`src/hw/rtl/conv3x3_image_filter_core_macros.svh`:
```
// Assertion macros shared by the filter RTL.
`ifndef CONV3X3_IMAGE_FILTER_CORE_MACROS_SVH
`define CONV3X3_IMAGE_FILTER_CORE_MACROS_SVH
`ifndef ASSERT_OFF
`define C3_ASSERT_IMPL(label, clk, rst_n, ante, cons) \
	label: assert property (@(posedge clk) disable iff (!rst_n) (ante) |-> (cons)) \
		else $error("assertion failed");
`define C3_ASSERT_NEXT(label, clk, rst_n, ante, cons) \
	label: assert property (@(posedge clk) disable iff (!rst_n) (ante) |=> (cons)) \
		else $error("assertion failed");
`else
`define C3_ASSERT_IMPL(label, clk, rst_n, ante, cons)
`define C3_ASSERT_NEXT(label, clk, rst_n, ante, cons)
`endif
`endif

```
`src/hw/rtl/c3f_pkg.sv`:
```
// Shared types and constants of the 3x3 filter.
package c3f_pkg;
	localparam logic [2:0] KSEL_SMOOTH  = 3'd0;
	localparam logic [2:0] KSEL_BLUR    = 3'd1;
	localparam logic [2:0] KSEL_SHARPEN = 3'd2;
	localparam logic [2:0] KSEL_MEAN    = 3'd3;
	localparam logic [2:0] KSEL_EMBOSS  = 3'd4;

	localparam logic [2:0] REG_WIDTH  = 3'd0;
	localparam logic [2:0] REG_HEIGHT = 3'd1;
	localparam logic [2:0] REG_MAXLVL = 3'd2;
	localparam logic [2:0] REG_KSEL   = 3'd3;
	localparam logic [2:0] REG_GREY   = 3'd4;

	// Classified item handed from front to back.
	typedef struct packed {
		logic [8:0] mask;      // tap enable, index row*3+col
		logic       last;
		logic [23:0] px;       // incoming pixel (right column bottom)
		logic [23:0] top;
		logic [23:0] mid;
		logic       valid;     // produces a result
		logic       shift;     // advance window
	} item_t;

	// Kernel weight per tap.
	function automatic logic signed [4:0] kern_w(input logic [2:0] k, input int t);
		logic signed [4:0] w;
		w = 5'sd0;
		unique case (k)
			KSEL_SMOOTH: w = 5'sd1;
			KSEL_BLUR: w = (t == 4) ? 5'sd4 : ((t % 2) == 1 ? 5'sd2 : 5'sd1);
			KSEL_SHARPEN: w = (t == 4) ? 5'sd11 : ((t % 2) == 1 ? -5'sd2 : 5'sd0);
			KSEL_MEAN: w = (t == 4) ? 5'sd9 : -5'sd1;
			KSEL_EMBOSS: w = (t == 1) ? -5'sd1 : ((t == 7) ? 5'sd1 : 5'sd0);
			default: w = 5'sd0;
		endcase
		return w;
	endfunction
endpackage

```
`src/hw/rtl/c3f_back.sv`:
```
// Back: window registers, weighted sum, divide and clamp.
`include "conv3x3_image_filter_core_macros.svh"
module c3f_back import c3f_pkg::*; (
	input  logic        clk,
	input  logic        arst_n,
	input  logic        in_valid,
	output logic        in_ready,
	input  item_t       in_item,
	input  logic [7:0]  max_level,
	input  logic [2:0]  ksel,
	input  logic        grey,
	output logic        out_valid,
	input  logic        out_ready,
	output logic [24:0] out_data
);
	logic [23:0] win_q [9];
	logic        adv;
	logic        take;
	logic        v_s1, v_s2;
	logic signed [13:0] sum_s1 [3];
	logic signed [13:0] sum_nx [3];
	logic        last_s1, last_s2;
	logic [7:0]  res_s2 [3];
	logic [23:0] nw [9];
	logic [7:0]  res [3];
	logic signed [13:0] s;
	logic [13:0] q;
	logic [28:0] prod;

	assign adv = !v_s2 || out_ready;
	assign in_ready = adv;
	assign take = in_valid && adv;

	// next window after a shift
	always_comb begin
		for (int i = 0; i < 3; i++) begin
			nw[i*3]   = win_q[i*3+1];
			nw[i*3+1] = win_q[i*3+2];
		end
		nw[2] = in_item.top;
		nw[5] = in_item.mid;
		nw[8] = in_item.px;
	end

	// window shift: reset value zero
	always_ff @(posedge clk or negedge arst_n) begin
		if (!arst_n) begin
			for (int t = 0; t < 9; t++) win_q[t] <= '0;
			v_s1 <= 1'b0;
			v_s2 <= 1'b0;
		end else if (adv) begin
			v_s1 <= in_valid && in_item.valid;
			v_s2 <= v_s1;
			if (take) begin
				for (int t = 0; t < 9; t++) win_q[t] <= nw[t];
			end
		end
	end

	// masked weighted sums over the next window
	always_comb begin
		for (int ch = 0; ch < 3; ch++) begin
			sum_nx[ch] = '0;
			for (int t = 0; t < 9; t++) begin
				if (in_item.mask[t])
					sum_nx[ch] = sum_nx[ch] + 14'(kern_w(ksel, t)) *
						$signed({6'd0, nw[t][ch*8 +: 8]});
			end
		end
	end

	// stage 1: register the sums
	always_ff @(posedge clk) begin
		if (take) begin
			last_s1 <= in_item.last;
			for (int ch = 0; ch < 3; ch++) sum_s1[ch] <= sum_nx[ch];
		end
	end

	// stage 2: divide by reciprocal or shift, then clamp
	always_comb begin
		for (int ch = 0; ch < 3; ch++) begin
			s = sum_s1[ch];
			prod = '0;
			unique case (ksel)
				KSEL_SMOOTH: begin
					prod = 29'(s[12:0]) * 29'd7282;
					q = 14'(prod >> 16);
				end
				KSEL_BLUR: q = 14'(s[12:4]);
				KSEL_SHARPEN: begin
					prod = 29'(s[12:0]) * 29'd21846;
					q = 14'(prod >> 16);
				end
				default: q = 14'(s[12:0]);
			endcase
			if (ksel > KSEL_EMBOSS || s < 0) res[ch] = 8'd0;
			else if (q >= 14'd255 || q >= 14'(max_level)) res[ch] = max_level;
			else res[ch] = q[7:0];
		end
	end

	always_ff @(posedge clk) begin
		if (adv) begin
			last_s2 <= last_s1;
			res_s2[0] <= res[0];
			res_s2[1] <= grey ? 8'd0 : res[1];
			res_s2[2] <= grey ? 8'd0 : res[2];
		end
	end

	assign out_valid = v_s2;
	assign out_data = {last_s2, res_s2[2], res_s2[1], res_s2[0]};

	`C3_ASSERT_NEXT(a_stall, clk, arst_n, v_s2 && !out_ready, v_s2 && $stable(out_data))
	`C3_ASSERT_IMPL(a_grey, clk, arst_n, v_s2 && grey, out_data[23:8] == 16'd0)
	`C3_ASSERT_IMPL(a_clamp, clk, arst_n, v_s2, out_data[7:0] <= max_level || out_data[7:0] == 8'd0)
endmodule
```
`config.mk`:
```
export PLATFORM = sky130hd
export DESIGN_NAME = c3f_back
export DESIGN_NICKNAME = d
export VERILOG_FILES = /design/src/hw/rtl/c3f_pkg.sv /design/src/hw/rtl/c3f_back.sv
export VERILOG_INCLUDE_DIRS = /design/src /design/src/hw/rtl
export SDC_FILE = /design/constraint.sdc
export NUM_CORES = 2
export LEC_CHECK = 0
export BUFFER_PORTS_ARGS = -buffer_cell sky130_fd_sc_hd__buf_2
export CAP_MARGIN = 20
export CELL_PAD_IN_SITES_DETAIL_PLACEMENT = 0
export CELL_PAD_IN_SITES_GLOBAL_PLACEMENT = 1
export CORE_UTILIZATION = 40
export CTS_BUF_LIST = sky130_fd_sc_hd__clkbuf_16
export CTS_CLUSTER_SIZE = 10
export DETAILED_ROUTE_END_ITERATION = 6
export PLACE_DENSITY_LB_ADDON = 0.1
export SLEW_MARGIN = 20
export SYNTH_ARGS = -nofsm -noshare
export SYNTH_HDL_FRONTEND = slang
export SYNTH_SLANG_ARGS = --single-unit
```
`constraint.sdc`:
```
create_clock -name clk -period 65 [get_ports clk]
set_clock_uncertainty 0.15 [all_clocks]
set_input_delay 13 -clock clk [delete_from_list [all_inputs] [get_ports clk]]
set_output_delay 13 -clock clk [all_outputs]
set_load 0.05 [all_outputs]
```
Yosys cells after proc, flatten, opt, wreduce, memory -nomap -nowiden. Memories as Yosys holds them, arrays and structs flattened. Index checks and enable logic that the tools add are counted.

Bits in writable memories: 66. Bits in registers: 148. Bits of input ports: 100. Word-level logic and storage cells: 154. Output and inout bits: 27. Memories: 2.

Reduce and logical (&&, ||, !) cells: 15. Muxes and demuxes: 56. $add $sub $neg: 24. Equality and inequality tests: 4. $mul: 33. $lt $le $gt $ge: 10.

Memories: sum_s1 (words 3, width 14, read ports 3, clocked after memory_dff 0, wr ports 3, line c3f_back.sv:20) `logic signed [13:0] sum_s1 [3];`; res_s2 (words 3, width 8, read ports 3, clocked after memory_dff 0, wr ports 3, line c3f_back.sv:23) `logic [7:0] res_s2 [3];`.

Operator list (number): 5-bit by 9-bit multiplier with 14-bit output (27); 14-bit two-way mux (27); 14-bit adder (24); 13-bit one-hot mux with 3 select lines (3); 13-bit by 14-bit multiplier with 27-bit output, second input constant (3); 13-bit by 12-bit multiplier with 25-bit output, second input constant (3); 8-bit two-way mux (8); 5-bit one-hot mux with 4 select lines (3); 5-bit two-way mux (9); 14-bit by 8-bit >= comparator with 1-bit output (3); 14-bit by 8-bit >= comparator with 1-bit output, second input constant (3); 14-bit by 1-bit < comparator with 1-bit output, second input constant (3); 4-bit one-hot mux with 4 select lines (1); 5-bit one-hot mux with 2 select lines (1); 1-bit logical OR (7); 3-bit by 2-bit == test with 1-bit output, second input constant (2); 2-bit OR reduction (3); 1-bit two-way mux (4); 3-bit by 1-bit == test with 1-bit output, second input constant (1); 3-bit == test, second input constant (1); 3-bit greater-than comparator, second input constant (1); 3-bit logical NOT (1); 1-bit logical AND (2); 2-bit AND reduction (1); 1-bit logical NOT (1).

Longest topological paths before layout.
Depth after elaboration: 22. Mapped depth: 109. Mapped depth without buffers: 106.

Least setup slack after synthesis. OpenSTA, ideal clock, no wires.

Path kind: input to register. From: input ksel[1]. To: memory sum_s1[0][13], data pin. Required time: 64582 ps. Arrival time: 39060 ps. Library setup time: 268 ps. Stages: 100. Buffers on the path: 3. Setup slack: 25523 ps. Cells stage by stage: buf_2 > inv_1 > nor3_2 > clkbuf_1 > clkbuf_1 > nand2_1 > fa_1 > fa_1 > fa_1 > inv_1 > ha_1 > a21o_1 > a21oi_1 > xnor2_1 > nand2_1 > inv_1 > fa_1 > inv_1 > [64 not listed] > o21ai_0 > o21a_1 > fa_1 > inv_1 > fa_1 > inv_1 > fa_1 > ha_1 > ha_1 > inv_1 > o21bai_1 > a2111oi_0 > o41ai_1 > xnor2_1 > nand2_1 > xor2_1 > xnor3_1 > xnor3_1.

RTL lines: start, declared (line c3f_back.sv:10) `input logic [2:0] ksel,`; end, declared (line c3f_back.sv:20).

==> results by group <==
STA
  • Final Max Slew Viols: 0
  • RSZ-0062 raised after global routing: false
  • Hold Violations, Final: 0
  • Crit share post-route: 0.635
  • Slew HR: 0.268
  • Min Tclk post-route: 41270 ps
  • Slew at the pin closest to its max-slew limit: 1090 ps
  • Setup violators final: 0
  • Setup_tns: 0 ps
  • Max Fclk: 24.2 MHz

Clock tree
  • Worst skew pair latency: 640 ps
  • TritonCTS Buffers: 37
  • Clk slew on worst S/H paths: 50 ps
  • Sink Count: 214
  • Hold-fix buffers, CTS: 0
  • CTS H-Tree Depth: 2
  • Root Buffer: clkbuf_16
  • Post-CTS Setup Inserts: 0
  • Max Root-Sink Buffers: 3
  • Post_cts resized: 0
  • Clock tree from TritonCTS: yes

Critical path
  • R2r setup slk: 37700 ps
  • RR Startpoint: nw[211]$_DFFE_PN0P_
  • Crit path largest cell delay: 610 ps
  • Crit path launch type: input port
  • Worst r2r path cells: 97
  • Most frequent CP cell: fa_1
  • CP arrival: 41460 ps
  • Critical path destination: sum_s1[0][41]$_DFFE_PP_
  • Worst r2r dst: sum_s1[0][41]$_DFFE_PP_
  • CP Capture Type: flip-flop
  • CP max FO: 27
  • CP required: 65190 ps
  • Critical path origin: ksel[1]
  • Crit Path Class: in2reg
  • Crit path max-delay cell type: inv_2

Floorplan
  • Initial Utilization: 0.404
  • Core area: 0.170 sq mm
  • Die width: 416 um
  • Die area: 0.173 sq mm
  • I/O pin total: 127
  • Site row count: 151
  • DIE HEIGHT: 416 um

Synthesis
  • Post-synth top flop: dfrtp_1
  • Post-Syn Instances: 7307
  • Post-synth EDFFs: 68
  • Syn nets: 9690
  • Post-synthesis sequential area ratio: 0.0830
  • Unique cell type count in the Yosys netlist: 99
  • Seq cells post-synth: 214
  • FFs w/ async S/R, synth: 0.682
  • Avg Cell Area, Syn: 9.39 sq um
  • Post-Syn Area: 0.0686 sq mm
  • Count of warnings emitted by yosys: 0

Cells and area
  • Net count, final: 9719
  • Commonest cells after routing, fill and taps aside: 1351 x inv_1, 1293 x ha_1, 990 x fa_1, 562 x nand2_1, 284 x mux2_2
  • P&R area growth vs syn: 6.69%
  • Layout cell share with drive strength beyond 1: 0.0854
  • Commonest non-fill, non-tap cell in the layout: inv_1

GRT
  • Largest net degree at the start of global routing: 94
  • Number of antenna violations at the first check in global routing: 28
  • Vias in the first global route: 54700
  • First-pass GRT wire length: 322 mm
  • GRT Residual Overflow: 0
  • GRT Util Overall: 0.243

Place
  • Port Buffer Count: 125
  • Hpwl dp: 168 mm
  • RePlAce Congestion: 0.844

Routing
  • Initial DRC count: 2400
  • Remaining antenna violation count: 0
  • Vias per Instance: 5.29
  • Routed wire length: 204 mm
  • # DRC: 0
  • DR WL/cell: 21.3 um
  • Vias post-DR: 50700
  • Drt first pass iters: 5

Outcome
  • Outcome: finished clean

Job
  • Max-Cap Viols: 0

Worst hold path
  • Hold WC Path Type: reg2reg
[how the worst min path moves through the flow]
stage | depth (start not counted) | to | from | slack [ps]
2_1_floorplan | 0 | last_s2$_DFFE_PN_ | last_s1$_DFFE_PP_ | 250
3_3_place_gp | 0 | last_s2$_DFFE_PN_ | last_s1$_DFFE_PP_ | 270
3_5_place_dp | 0 | last_s2$_DFFE_PN_ | last_s1$_DFFE_PP_ | 260
4_1_cts | 2 | out_valid$_DFFE_PN0N_ | v_s1$_DFFE_PN0N_ | 300
5_1_grt | 0 | last_s2$_DFFE_PN_ | last_s1$_DFFE_PP_ | 310
6_report | 2 | out_valid$_DFFE_PN0N_ | v_s1$_DFFE_PN0N_ | 290
[per-layer routing]
layer | global-route usage | share of wire
met5 | 0 | 0.00051
met4 | 0.0741 | 0.035
met3 | 0.0337 | 0.042
met2 | 0.420 | 0.48
met1 | 0.314 | 0.44
[final cells by class]
| cell class | instances | area, sq um |
|---|---|---|
| fill | 17000 | 96600 |
| multi-input combinational | 5518 | 57100 |
| sequential | 214 | 5700 |
| inverter | 1358 | 5110 |
| tap | 2218 | 2780 |
| timing repair buffer | 207 | 1310 |
| clock buffer | 39 | 976 |
| clock inverter | 28 | 278 |
| antenna | 7 | 17.5 |
[registers in the layout, summed over array words and instances, names as in the netlist]
register	count
res_s2	24
last_s1	1
nw	144
out_valid	1
sum_s1	42
v_s1	1
last_s2	1
[cell usage after synthesis (20+ instances only)]
library cell,number,area (sq um)
a21o_1,95,713
a21oi_1,265,1330
a31oi_1,42,263
and2_1,111,694
and3_1,242,1510
buf_1,24,90.1
clkbuf_1,182,683
dfrtp_1,146,3650
edfxtp_1,68,2040
fa_1,990,19800
ha_1,1293,16200
inv_1,1351,5070
mux2_2,284,3200
mux2i_1,41,410
nand2_1,565,2120
nand2b_1,128,801
nand3_1,66,330
nor2_1,242,908
nor2b_1,39,244
nor3_1,82,410
o211ai_1,26,195
o21a_1,38,285
o21ai_0,188,941
o21bai_1,30,225
o31ai_1,26,195
or2_2,20,125
or3_1,88,551
xnor2_1,200,1750
xor2_1,106,928
[per-stage QoR]
stage	util	hold slack, ps	cells	instance area [sq um]	setup WS, ps
floorplan	-	250	7307	68600	25520
global placement	0.424	271	9515	71900	23030
detailed placement	0.424	258	9515	71900	23000
CTS	0.431	299	9582	73200	23520
global route	0.431	306	9583	73200	22220
finish	0.431	290	9589	73200	23730
[worst max-delay path, delay by kind of cell]
family | cells | cell delay [ps]
xor gates and xnor gates | 9 | 2130
and+or+nand+nor | 13 | 1700
buffers and inverters | 23 | 3000
adders and majority gates | 43 | 18490
AOI/OAI and AO/OA | 14 | 3070
[cells by family after synthesis]
logic type               count (synthesis)  synth area share
multiplexers                           326            0.0527
XOR/XNOR                               316            0.0423
flip-flops                             214            0.0830
adder cells (fa/ha/maj)               2283             0.525
buffers and inverters                 1575            0.0866
AND/OR/NAND/NOR                       1649             0.120
AO/OA/AOI/OAI                          944            0.0912
Power is not shown: default switching activity piles up to over one toggle a cycle in this logic, so the estimate is an artifact.
