**config.mk**
```make
export PLATFORM = sky130hd
export DESIGN_NAME = c3f_queue
export DESIGN_NICKNAME = d
export VERILOG_FILES = /design/src/hw/rtl/c3f_pkg.sv /design/src/hw/rtl/c3f_queue.sv
export VERILOG_INCLUDE_DIRS = /design/src /design/src/hw/rtl
export SDC_FILE = /design/constraint.sdc
export NUM_CORES = 1
export LEC_CHECK = 0
export BUFFER_PORTS_ARGS = -buffer_cell sky130_fd_sc_hd__buf_2
export CAP_MARGIN = 20
export CORE_UTILIZATION = 48
export CTS_BUF_LIST = sky130_fd_sc_hd__clkbuf_16
export CTS_CLUSTER_DIAMETER = 40
export DETAILED_ROUTE_END_ITERATION = 12
export HOLD_SLACK_MARGIN = 0.03
export PLACE_DENSITY = 0.72
export RECOVER_POWER = 50
export SKIP_LAST_GASP = 1
export SYNTH_ARGS = -nofsm -noshare
export SYNTH_HDL_FRONTEND = slang
export SYNTH_SLANG_ARGS = --single-unit
export TNS_END_PERCENT = 100
```
**constraint.sdc**
```tcl
create_clock -name clk -period 9.6 [get_ports clk]
set_input_delay 1.92 -clock clk [delete_from_list [all_inputs] [get_ports clk]]
set_output_delay 1.92 -clock clk [all_outputs]
set_load 0.1 [all_outputs]
```
**src/hw/rtl/conv3x3_image_filter_core_macros.svh**
```systemverilog
// Assertion macros shared by the filter RTL.
`ifndef CONV3X3_IMAGE_FILTER_CORE_MACROS_SVH
`define CONV3X3_IMAGE_FILTER_CORE_MACROS_SVH
`ifndef ASSERT_OFF
`define C3_ASSERT_IMPL(label, clk, rst_n, ante, cons) \
	label: assert property (@(posedge clk) disable iff (!rst_n) (ante) |-> (cons)) \
		else $error("assertion failed");
`define C3_ASSERT_NEXT(label, clk, rst_n, ante, cons) \
	label: assert property (@(posedge clk) disable iff (!rst_n) (ante) |=> (cons)) \
		else $error("assertion failed");
`else
`define C3_ASSERT_IMPL(label, clk, rst_n, ante, cons)
`define C3_ASSERT_NEXT(label, clk, rst_n, ante, cons)
`endif
`endif

```
**src/hw/rtl/c3f_pkg.sv**
```systemverilog
// Shared types and constants of the 3x3 filter.
package c3f_pkg;
	localparam logic [2:0] KSEL_SMOOTH  = 3'd0;
	localparam logic [2:0] KSEL_BLUR    = 3'd1;
	localparam logic [2:0] KSEL_SHARPEN = 3'd2;
	localparam logic [2:0] KSEL_MEAN    = 3'd3;
	localparam logic [2:0] KSEL_EMBOSS  = 3'd4;

	localparam logic [2:0] REG_WIDTH  = 3'd0;
	localparam logic [2:0] REG_HEIGHT = 3'd1;
	localparam logic [2:0] REG_MAXLVL = 3'd2;
	localparam logic [2:0] REG_KSEL   = 3'd3;
	localparam logic [2:0] REG_GREY   = 3'd4;

	// Classified item handed from front to back.
	typedef struct packed {
		logic [8:0] mask;      // tap enable, index row*3+col
		logic       last;
		logic [23:0] px;       // incoming pixel (right column bottom)
		logic [23:0] top;
		logic [23:0] mid;
		logic       valid;     // produces a result
		logic       shift;     // advance window
	} item_t;

	// Kernel weight per tap.
	function automatic logic signed [4:0] kern_w(input logic [2:0] k, input int t);
		logic signed [4:0] w;
		w = 5'sd0;
		unique case (k)
			KSEL_SMOOTH: w = 5'sd1;
			KSEL_BLUR: w = (t == 4) ? 5'sd4 : ((t % 2) == 1 ? 5'sd2 : 5'sd1);
			KSEL_SHARPEN: w = (t == 4) ? 5'sd11 : ((t % 2) == 1 ? -5'sd2 : 5'sd0);
			KSEL_MEAN: w = (t == 4) ? 5'sd9 : -5'sd1;
			KSEL_EMBOSS: w = (t == 1) ? -5'sd1 : ((t == 7) ? 5'sd1 : 5'sd0);
			default: w = 5'sd0;
		endcase
		return w;
	endfunction
endpackage

```
**src/hw/rtl/c3f_queue.sv**
```systemverilog
// Small two-entry queue between front and back.
`include "conv3x3_image_filter_core_macros.svh"
module c3f_queue import c3f_pkg::*; (
	input  logic  clk,
	input  logic  arst_n,
	input  logic  wr_valid,
	output logic  wr_ready,
	input  item_t wr_item,
	output logic  rd_valid,
	input  logic  rd_ready,
	output item_t rd_item
);
	item_t      buf_q [2];
	logic       wp_q, rp_q;
	logic [1:0] cnt_q;
	logic       wr, rd;

	assign wr_ready = cnt_q != 2'd2;
	assign rd_valid = cnt_q != 2'd0;
	assign rd_item = buf_q[rp_q];
	assign wr = wr_valid && wr_ready;
	assign rd = rd_valid && rd_ready;

	always_ff @(posedge clk) begin
		if (wr) buf_q[wp_q] <= wr_item;
	end

	// track fill
	always_ff @(posedge clk or negedge arst_n) begin
		if (!arst_n) begin
			wp_q <= 1'b0;
			rp_q <= 1'b0;
			cnt_q <= '0;
		end else begin
			if (wr) wp_q <= !wp_q;
			if (rd) rp_q <= !rp_q;
			cnt_q <= cnt_q + 2'(wr) - 2'(rd);
		end
	end

	`C3_ASSERT_IMPL(a_cnt, clk, arst_n, 1'b1, cnt_q <= 2'd2)
	`C3_ASSERT_NEXT(a_full, clk, arst_n, cnt_q == 2'd2 && !rd, cnt_q == 2'd2)
	`C3_ASSERT_IMPL(a_ptr, clk, arst_n, cnt_q == 2'd0 || cnt_q == 2'd2, wp_q == rp_q)
endmodule

```
* Yosys cells after proc, flatten, opt, wreduce, memory -nomap -nowiden
Memories as Yosys holds them, arrays and structs flattened.
Cells that the tools add are included.
** Storage, ports and cells
- RAM bits :: 168
- Flip-flop bits (word level) :: 4
- Bits in read-only memories :: 0
- Logic and storage cells :: 14
- Output and inout port bits :: 86
- Bits in latches :: 0
- Bits of input ports :: 88
- Memories kept :: 1
** Memory list
- buf_q :: words 2, width 84, rd ports 1, clocked after Yosys merged registers in 0, wr ports 1, RTL line c3f_queue.sv:13 : item_t buf_q [2];
** Cells by class
- Reductions and logical operators :: 5
- Muxes and demuxes :: 2
- Bitwise logic cells :: 0
- Multipliers :: 0
- Order comparisons :: 0
- Shift operators :: 0
- Div/mod/pow operators :: 0
- $add $sub $neg :: 2
- Eq/ne operators :: 1
** Operators with widths (count)
- $add A2 B1 Y2 :: 1
- $logic_and A1 B1 Y1 :: 2
- $logic_not A1 Y1 :: 2
- $mux W1 :: 2
- $ne A2 B2 Y1 const B :: 1
- $reduce_bool A2 Y1 :: 1
- $sub A2 B1 Y2 :: 1

* Longest topological paths before layout
Gate-level depths: netlist of the first run.
- Depth in word-level cells :: 4
- Mapped depth :: 5
- Depth with buffers taken out :: 5

* Least setup slack after synthesis of the first run
No wires, ideal clock.
- Path type :: input to register
- Start :: input wr_valid
- End :: memory buf_q[0][0] (netlist bit) (enable)
- Required time :: 9.073 ns
- Arrival :: 5.543 ns
- Path buffers :: 0
- Library setup time :: 0.527 ns
- Setup slack :: 3.530 ns
- Cell stages on the path :: 2
- Cells stage by stage :: nand2_1 -> nor2_1
** Between the ends
- Longest elaborated chain between the ends :: 3
** RTL lines
- from (decl) :: RTL line c3f_queue.sv:6 : input logic wr_valid,
- $logic_and A1 B1 Y1 :: RTL line c3f_queue.sv:21 : assign wr = wr_valid && wr_ready;
- $mux W1 :: RTL line c3f_queue.sv:25 : if (wr) buf_q[wp_q] <= wr_item;
- $mux W1 (implied by the code) :: RTL line c3f_queue.sv:25
- to (decl) :: RTL line c3f_queue.sv:13
Every way passes these cells.

* Final worst setup path of the first run
- Start :: input wr_valid
- End :: memory buf_q[0][50] (netlist bit) (enable)
Same word-level chain as after synthesis.

==> results.txt, run 1 <==
run status: finished with violations
failing checks: max-capacitance violations, max-slew violations
fmax: 190 MHz
Post-synth top cells: 168 x edfxtp_1, 50 x mux2_1, 34 x mux2_2, 5 x buf_6, 4 x dfrtp_1
Clock Latency Late Sink: 0.42 ns
share of post-route cells with drive strength above 1: 42.7%
worst setup margin: 4.34 ns
vias: 3163
final wirelength: 10400 µm
First-pass DRT Iterations: 4
CTS root buf: clkbuf_16
Worst EP required: 9.65 ns
Crit. End Element: flip-flop
worst min path class: flip-flop to flip-flop
first-pass GRT wire length: 15000 µm
Main synth FF type: edfxtp_1
Area contributors post-synth: edfxtp_1 80%, mux2_1 8.9%, mux2_2 6.1%
post-cts hold buffer count: 0
setup TNS: 0 ns
minimum clock period: 5.26 ns
Congestion Overflow GR: 0
CTS tree: yes
clock buffer depth: 2
most frequent cell after synthesis: edfxtp_1
fin crit share: 54.7%
Mapped Cells: 283
synth-to-layout area growth: 25.2%
Least-Margin Pin Slew: 2.93 ns
num rows: 41
Max-Cap Viols: 1
initial antenna violation count: 0
io pins: 174
n_diodes: 0
Core Region: 12700 µm²
average wire per standard cell: 15.9 µm
post-synthesis compound-gate area fraction: 0.378%
top cell type by total area after synthesis: edfxtp_1
WS Path Type: input pin to flip-flop
largest family of logic cells by synthesized area: multiplexers
CTS H-Tree Depth: 4
gpl congestion: 0.717
CTS Buf Count: 17
Die Y: 116 µm
Yosys Warn Count: 0
startpoint types: input pin
Place WS: 5.42 ns
relative slew slack: -96.3%
violation count after the first detailed-route iteration: 202
sequential fraction of the synthesis area: 81.8%
Synth top area share: 80.2%
vias in the first global route: 3081
IO buf count: 173
Worst EP arrival: 5.30 ns
DRC: 0
Fin Clk Skew: 0.00593 ns
Distinct cells, synth: 20
Slew Limit Fails: 37
Sink Count: 172
clk slew on worst S/H paths: 0.06 ns
fin nets: 558
multiplexer area fraction after synthesis: 15.0%
postcts setup bufs: 0
die area: 13600 µm²
ANT nets after route: 0
Die X: 116 µm
fraction of registers with async set/reset: 2.33%
Total GRT Usage: 15.5%
total of cells resized after clock tree synthesis: 0
Post-synth EDFFs: 168
post-synthesis xor/xnor area fraction: 0.418%
Via density: 4.84
Fin. Hold Viols: 0
unrepaired setup endpoints after global routing: no
Post-Syn Area: 6290 µm²
count of final setup violators: 0
Yosys reg bits: 172
Critical Path Fanout Max: 49
largest net degree at the start of global routing: 86
Post-Syn Area per Cell: 22.2 µm²
Post-Synthesis Net Count: 372
Post-Synth Simple-Gate Area: 0.935%
initial core utilization: 49.4%
Adder-Cell Fraction of Synth Area: 0.199%
post-DP HPWL: 6610 µm
==> placed cells by master (no fill, tap or decap) <==
cell type	netlist	layout
nor2_1	3	3
and3_1	1	1
buf_16	0	1
inv_1	0	2
clkinv_1	0	3
bufinv_16	0	3
edfxtp_1	168	168
clkinv_2	0	3
dfrtp_4	0	1
mux2_1	50	50
buf_2	3	139
o21ba_2	1	1
nor2b_1	1	1
nor4bb_1	1	1
mux2_2	34	34
or2_2	1	1
dfrtp_1	4	3
nand2_1	2	2
xnor2_1	3	3
ha_1	1	1
o21ai_0	1	1
clkbuf_1	0	33
inv_6	0	1
nand3_1	1	1
buf_4	1	2
a311oi_1	1	1
buf_1	0	1
clkinvlp_4	0	3
nand2b_1	1	1
clkbuf_16	0	17
==> through the flow <==
step / instances / utilization (%) / cell area, µm² / hold WS, ns
CTS: 653 / 62.1 / 7910 / 0.567
floorplan: 283 / - / 6290 / 0.460
global placement: 621 / 57.6 / 7320 / 0.545
global route: 654 / 61.9 / 7880 / 0.521
detailed placement: 621 / 57.6 / 7320 / 0.553
finish: 654 / 61.9 / 7880 / 0.511
==> final timing paths <==
path | from | to | slack [ns] | depth (start not counted)
min reg2reg | wp_q | wp_q | 0.51 | 1
min | wp_q | wp_q | 0.51 | 1
max in group asynchronous | arst_n | rp_q | 8.05 | 1
max reg2reg | cnt_q[0] | buf_q[0][50] | 5.51 | 4
max | wr_valid | buf_q[0][50] | 4.34 | 4
min in group asynchronous | arst_n | cnt_q[0] | 1.33 | 1
==> logic make-up (layout without fill, tap and decap cells) <==
logic type / count (synthesis) / count (layout)
multiplexers: 84 / 84
XOR/XNOR: 3 / 3
flip-flops: 172 / 172
AO/OA/AOI/OAI: 3 / 3
adder cells (fa/ha/maj): 1 / 1
AND/OR/NAND/NOR: 11 / 11
buffers and inverters: 9 / 208
==> flip-flops by register name, indices dropped and copies added (netlist names) <==
name	flops
wp_q	1
rp_q	1
cnt_q	2
buf_q	168
==> metal layers <==
metal  track usage (%)  up-vias  part of all wire, %  wire length, µm
li1                  -     1496                    -                -
met1              18.5     1533                   42             4330
met2              25.0      120                   49             5100
met3              6.12       14                  8.0              835
met4              6.67        0                  1.5              159
met5                 0        -                    0                0
==> area by class of cell <==
class	instances	area, µm²
Sequential cell	172	5150
Fill cell	979	4840
Multi-Input combinational cell	102	1070
Timing Repair Buffer	176	866
Clock buffer	17	425
Tap cell	172	215
Clock inverter	15	155
==> worst max-delay path: stages <==
cell      delay [ns]
clkbuf_1        0.22
nand2_1         0.14
nor2_1          2.15
buf_4           0.81
Power of run 1 is not shown: default switching activity piles up to over one toggle a cycle in this logic, so the estimate is an artifact.
==> inputs of run 2 (changes only) <==
- ABC_AREA: unset -> 1
- CORE_UTILIZATION: 48 -> 47
- PLACE_DENSITY: 0.72 -> 0.74
- clock period: 9.6 -> 4.4 ns (I/O delays scaled with it)
==> results.txt, run 2 <==
run status: finished with violations
failing checks: max-capacitance violations, max-slew violations
setup TNS: 0 ns
fmax: 280 MHz
Largest Register: buf_q
minimum clock period: 3.57 ns
Crit. End Element: primary output
ANT nets after route: 0
clk slew on worst S/H paths: 0.06 ns
Post-synth EDFFs: 168
Post-Synthesis Net Count: 559
die area: 13900 µm²
violation count after the first detailed-route iteration: 279
fin crit share: 81.2%
share of post-route cells with drive strength above 1: 24.1%
average wire per standard cell: 14.5 µm
final wirelength: 12200 µm
num rows: 41
Die X: 118 µm
Sink Count: 172
Max stage delay cell, worst path: dfrtp_2
First-pass DRT Iterations: 4
cell mode on critical path: nand2_1
Post-Layout Cell Count: 836
initial core utilization: 49.0%
worst min path class: input pin to async pin
IO buf count: 173
Post-Syn Area per Cell: 13.4 µm²
DRC: 0
Fin. Hold Viols: 0
CTS root buf: clkbuf_16
Max-Cap Viols: 1
largest net degree at the start of global routing: 86
Distinct cells, synth: 14
placed cell count: 801
Via density: 4.75
Area contributors post-synth: edfxtp_1 80%, nand2_1 16%, dfrtp_1 1.6%
Yosys reg bits: 172
post-route cell area: 7870 µm²
CP peak stage delay: 0.71 ns
Worst EP required: 3.52 ns
Main synth FF type: edfxtp_1
Critical Path Fanout Max: 50
vias in the first global route: 3990
Worst setup startpoint: rp_q
Die Y: 118 µm
WS Path Type: flip-flop to primary output
most frequent cell after synthesis: nand2_1
Yosys Warn Count: 0
Least-Margin Pin Slew: 1.75 ns
top cell type by total area after synthesis: edfxtp_1
io pins: 174
total of cells resized after clock tree synthesis: 0
most frequent cells in the layout: 261 x nand2_1, 168 x edfxtp_1, 127 x buf_2
Clock Latency Late Sink: 0.41 ns
sequential fraction of the synthesis area: 81.6%
CTS H-Tree Depth: 4
startpoint types: flip-flop
worst path cell trace: inv_2 -> buf_12 -> nand2_1 -> nand2_1 -> buf_2
Largest regs: buf_q (168), cnt_q (2)
worst setup margin: 0.825 ns
relative slew slack: -16.6%
Mapped Cells: 470
count of final setup violators: 0
fin nets: 739
CTS Buf Count: 17
Post-Syn Area: 6310 µm²
R2R Path Start: cnt_q[0]
unrepaired setup endpoints after global routing: no
Fin Clk Skew: 0.00565 ns
Congestion Overflow GR: 0
Placed Area: 7350 µm²
post-cts hold buffer count: 0
Largest register FFs: 168
most common cell after layout, fill and taps aside: nand2_1
gpl congestion: 0.768
Post-synth top cells: 261 x nand2_1, 168 x edfxtp_1, 15 x buf_2, 7 x inv_1, 5 x nor2_1
first-pass GRT wire length: 19300 µm
clock buffer depth: 2
postcts setup bufs: 0
Slew Limit Fails: 68
Total GRT Usage: 18.4%
post-DP HPWL: 7750 µm
Worst EP arrival: 2.69 ns
CTS tree: yes
synth-to-layout area growth: 24.7%
Core Region: 12900 µm²
initial antenna violation count: 2
Synth top area share: 80.0%
fraction of registers with async set/reset: 2.33%
Place WS: 1.23 ns
vias: 3967
-- run 2: cell types whose count changed after synthesis, moves of 2 or more --
| cell | before | now |
|---|---|---|
| nand2_1 | 2 | 261 |
| mux2_1 | 50 | 0 |
| mux2_2 | 34 | 0 |
| buf_2 | 3 | 15 |
| inv_1 | 0 | 7 |
| buf_6 | 5 | 0 |
| xnor2_1 | 3 | 0 |
| nor2_1 | 3 | 5 |
-- run 2: per-layer routing --
layer / GRT usage (%) / routed length, µm / vias up
li1: - / - / 1939
met1: 21.7 / 4960 / 1854
met5: 0 / 12 / -
met4: 9.62 / 221 / 2
met2: 30.1 / 6100 / 154
met3: 6.06 / 863 / 18
-- run 2: per-stage QoR --
step                hold slack, ns  utilization (%)
finish                       0.302             61.1
global route                 0.300             61.1
CTS                          0.251             61.3
detailed placement           0.557             57.1
global placement             0.533             57.1
floorplan                    0.504                -
-- run 2: final cells by class --
| cell class | instances | area (µm²) |
|---|---|---|
| tap | 172 | 215 |
| timing repair buffer | 179 | 876 |
| inverter | 8 | 30.0 |
| clock buffer | 17 | 425 |
| fill | 1010 | 5010 |
| clock inverter | 15 | 119 |
| multi-input combinational | 272 | 1050 |
| antenna | 1 | 2.50 |
| sequential | 172 | 5150 |
-- run 2: kinds of logic (layout without fill, tap and decap cells) --
kind of cell	Yosys count	after routing	share of synthesized area, %
flip-flops	172	172	81.6
adder cells (fa/ha/maj)	1	1	0.198
other	0	1	0
buffers and inverters	26	219	1.96
XOR/XNOR	1	1	0.139
AND/OR/NAND/NOR	268	268	16.0
AO/OA/AOI/OAI	2	2	0.159
-- run 2: path summary, 6_finish.rpt --
check	end	slack [ns]	cells after the start
min	cnt_q[1]	0.30	1
min reg2reg	cnt_q[0]	0.58	1
max in group asynchronous	rp_q	3.87	1
max	rd_item[27]	0.83	5
max reg2reg	buf_q[0][49]	0.92	6
min in group clk	cnt_q[0]	0.58	1
-- run 2: critical path: cells and delay by family, from the launching register on --
kind                   cells  cell delay, ns
flip-flops                 1            0.71
AND/OR/NAND/NOR            2            0.17
buffers and inverters      3            1.36
Power of run 2 is left out for the same reason.
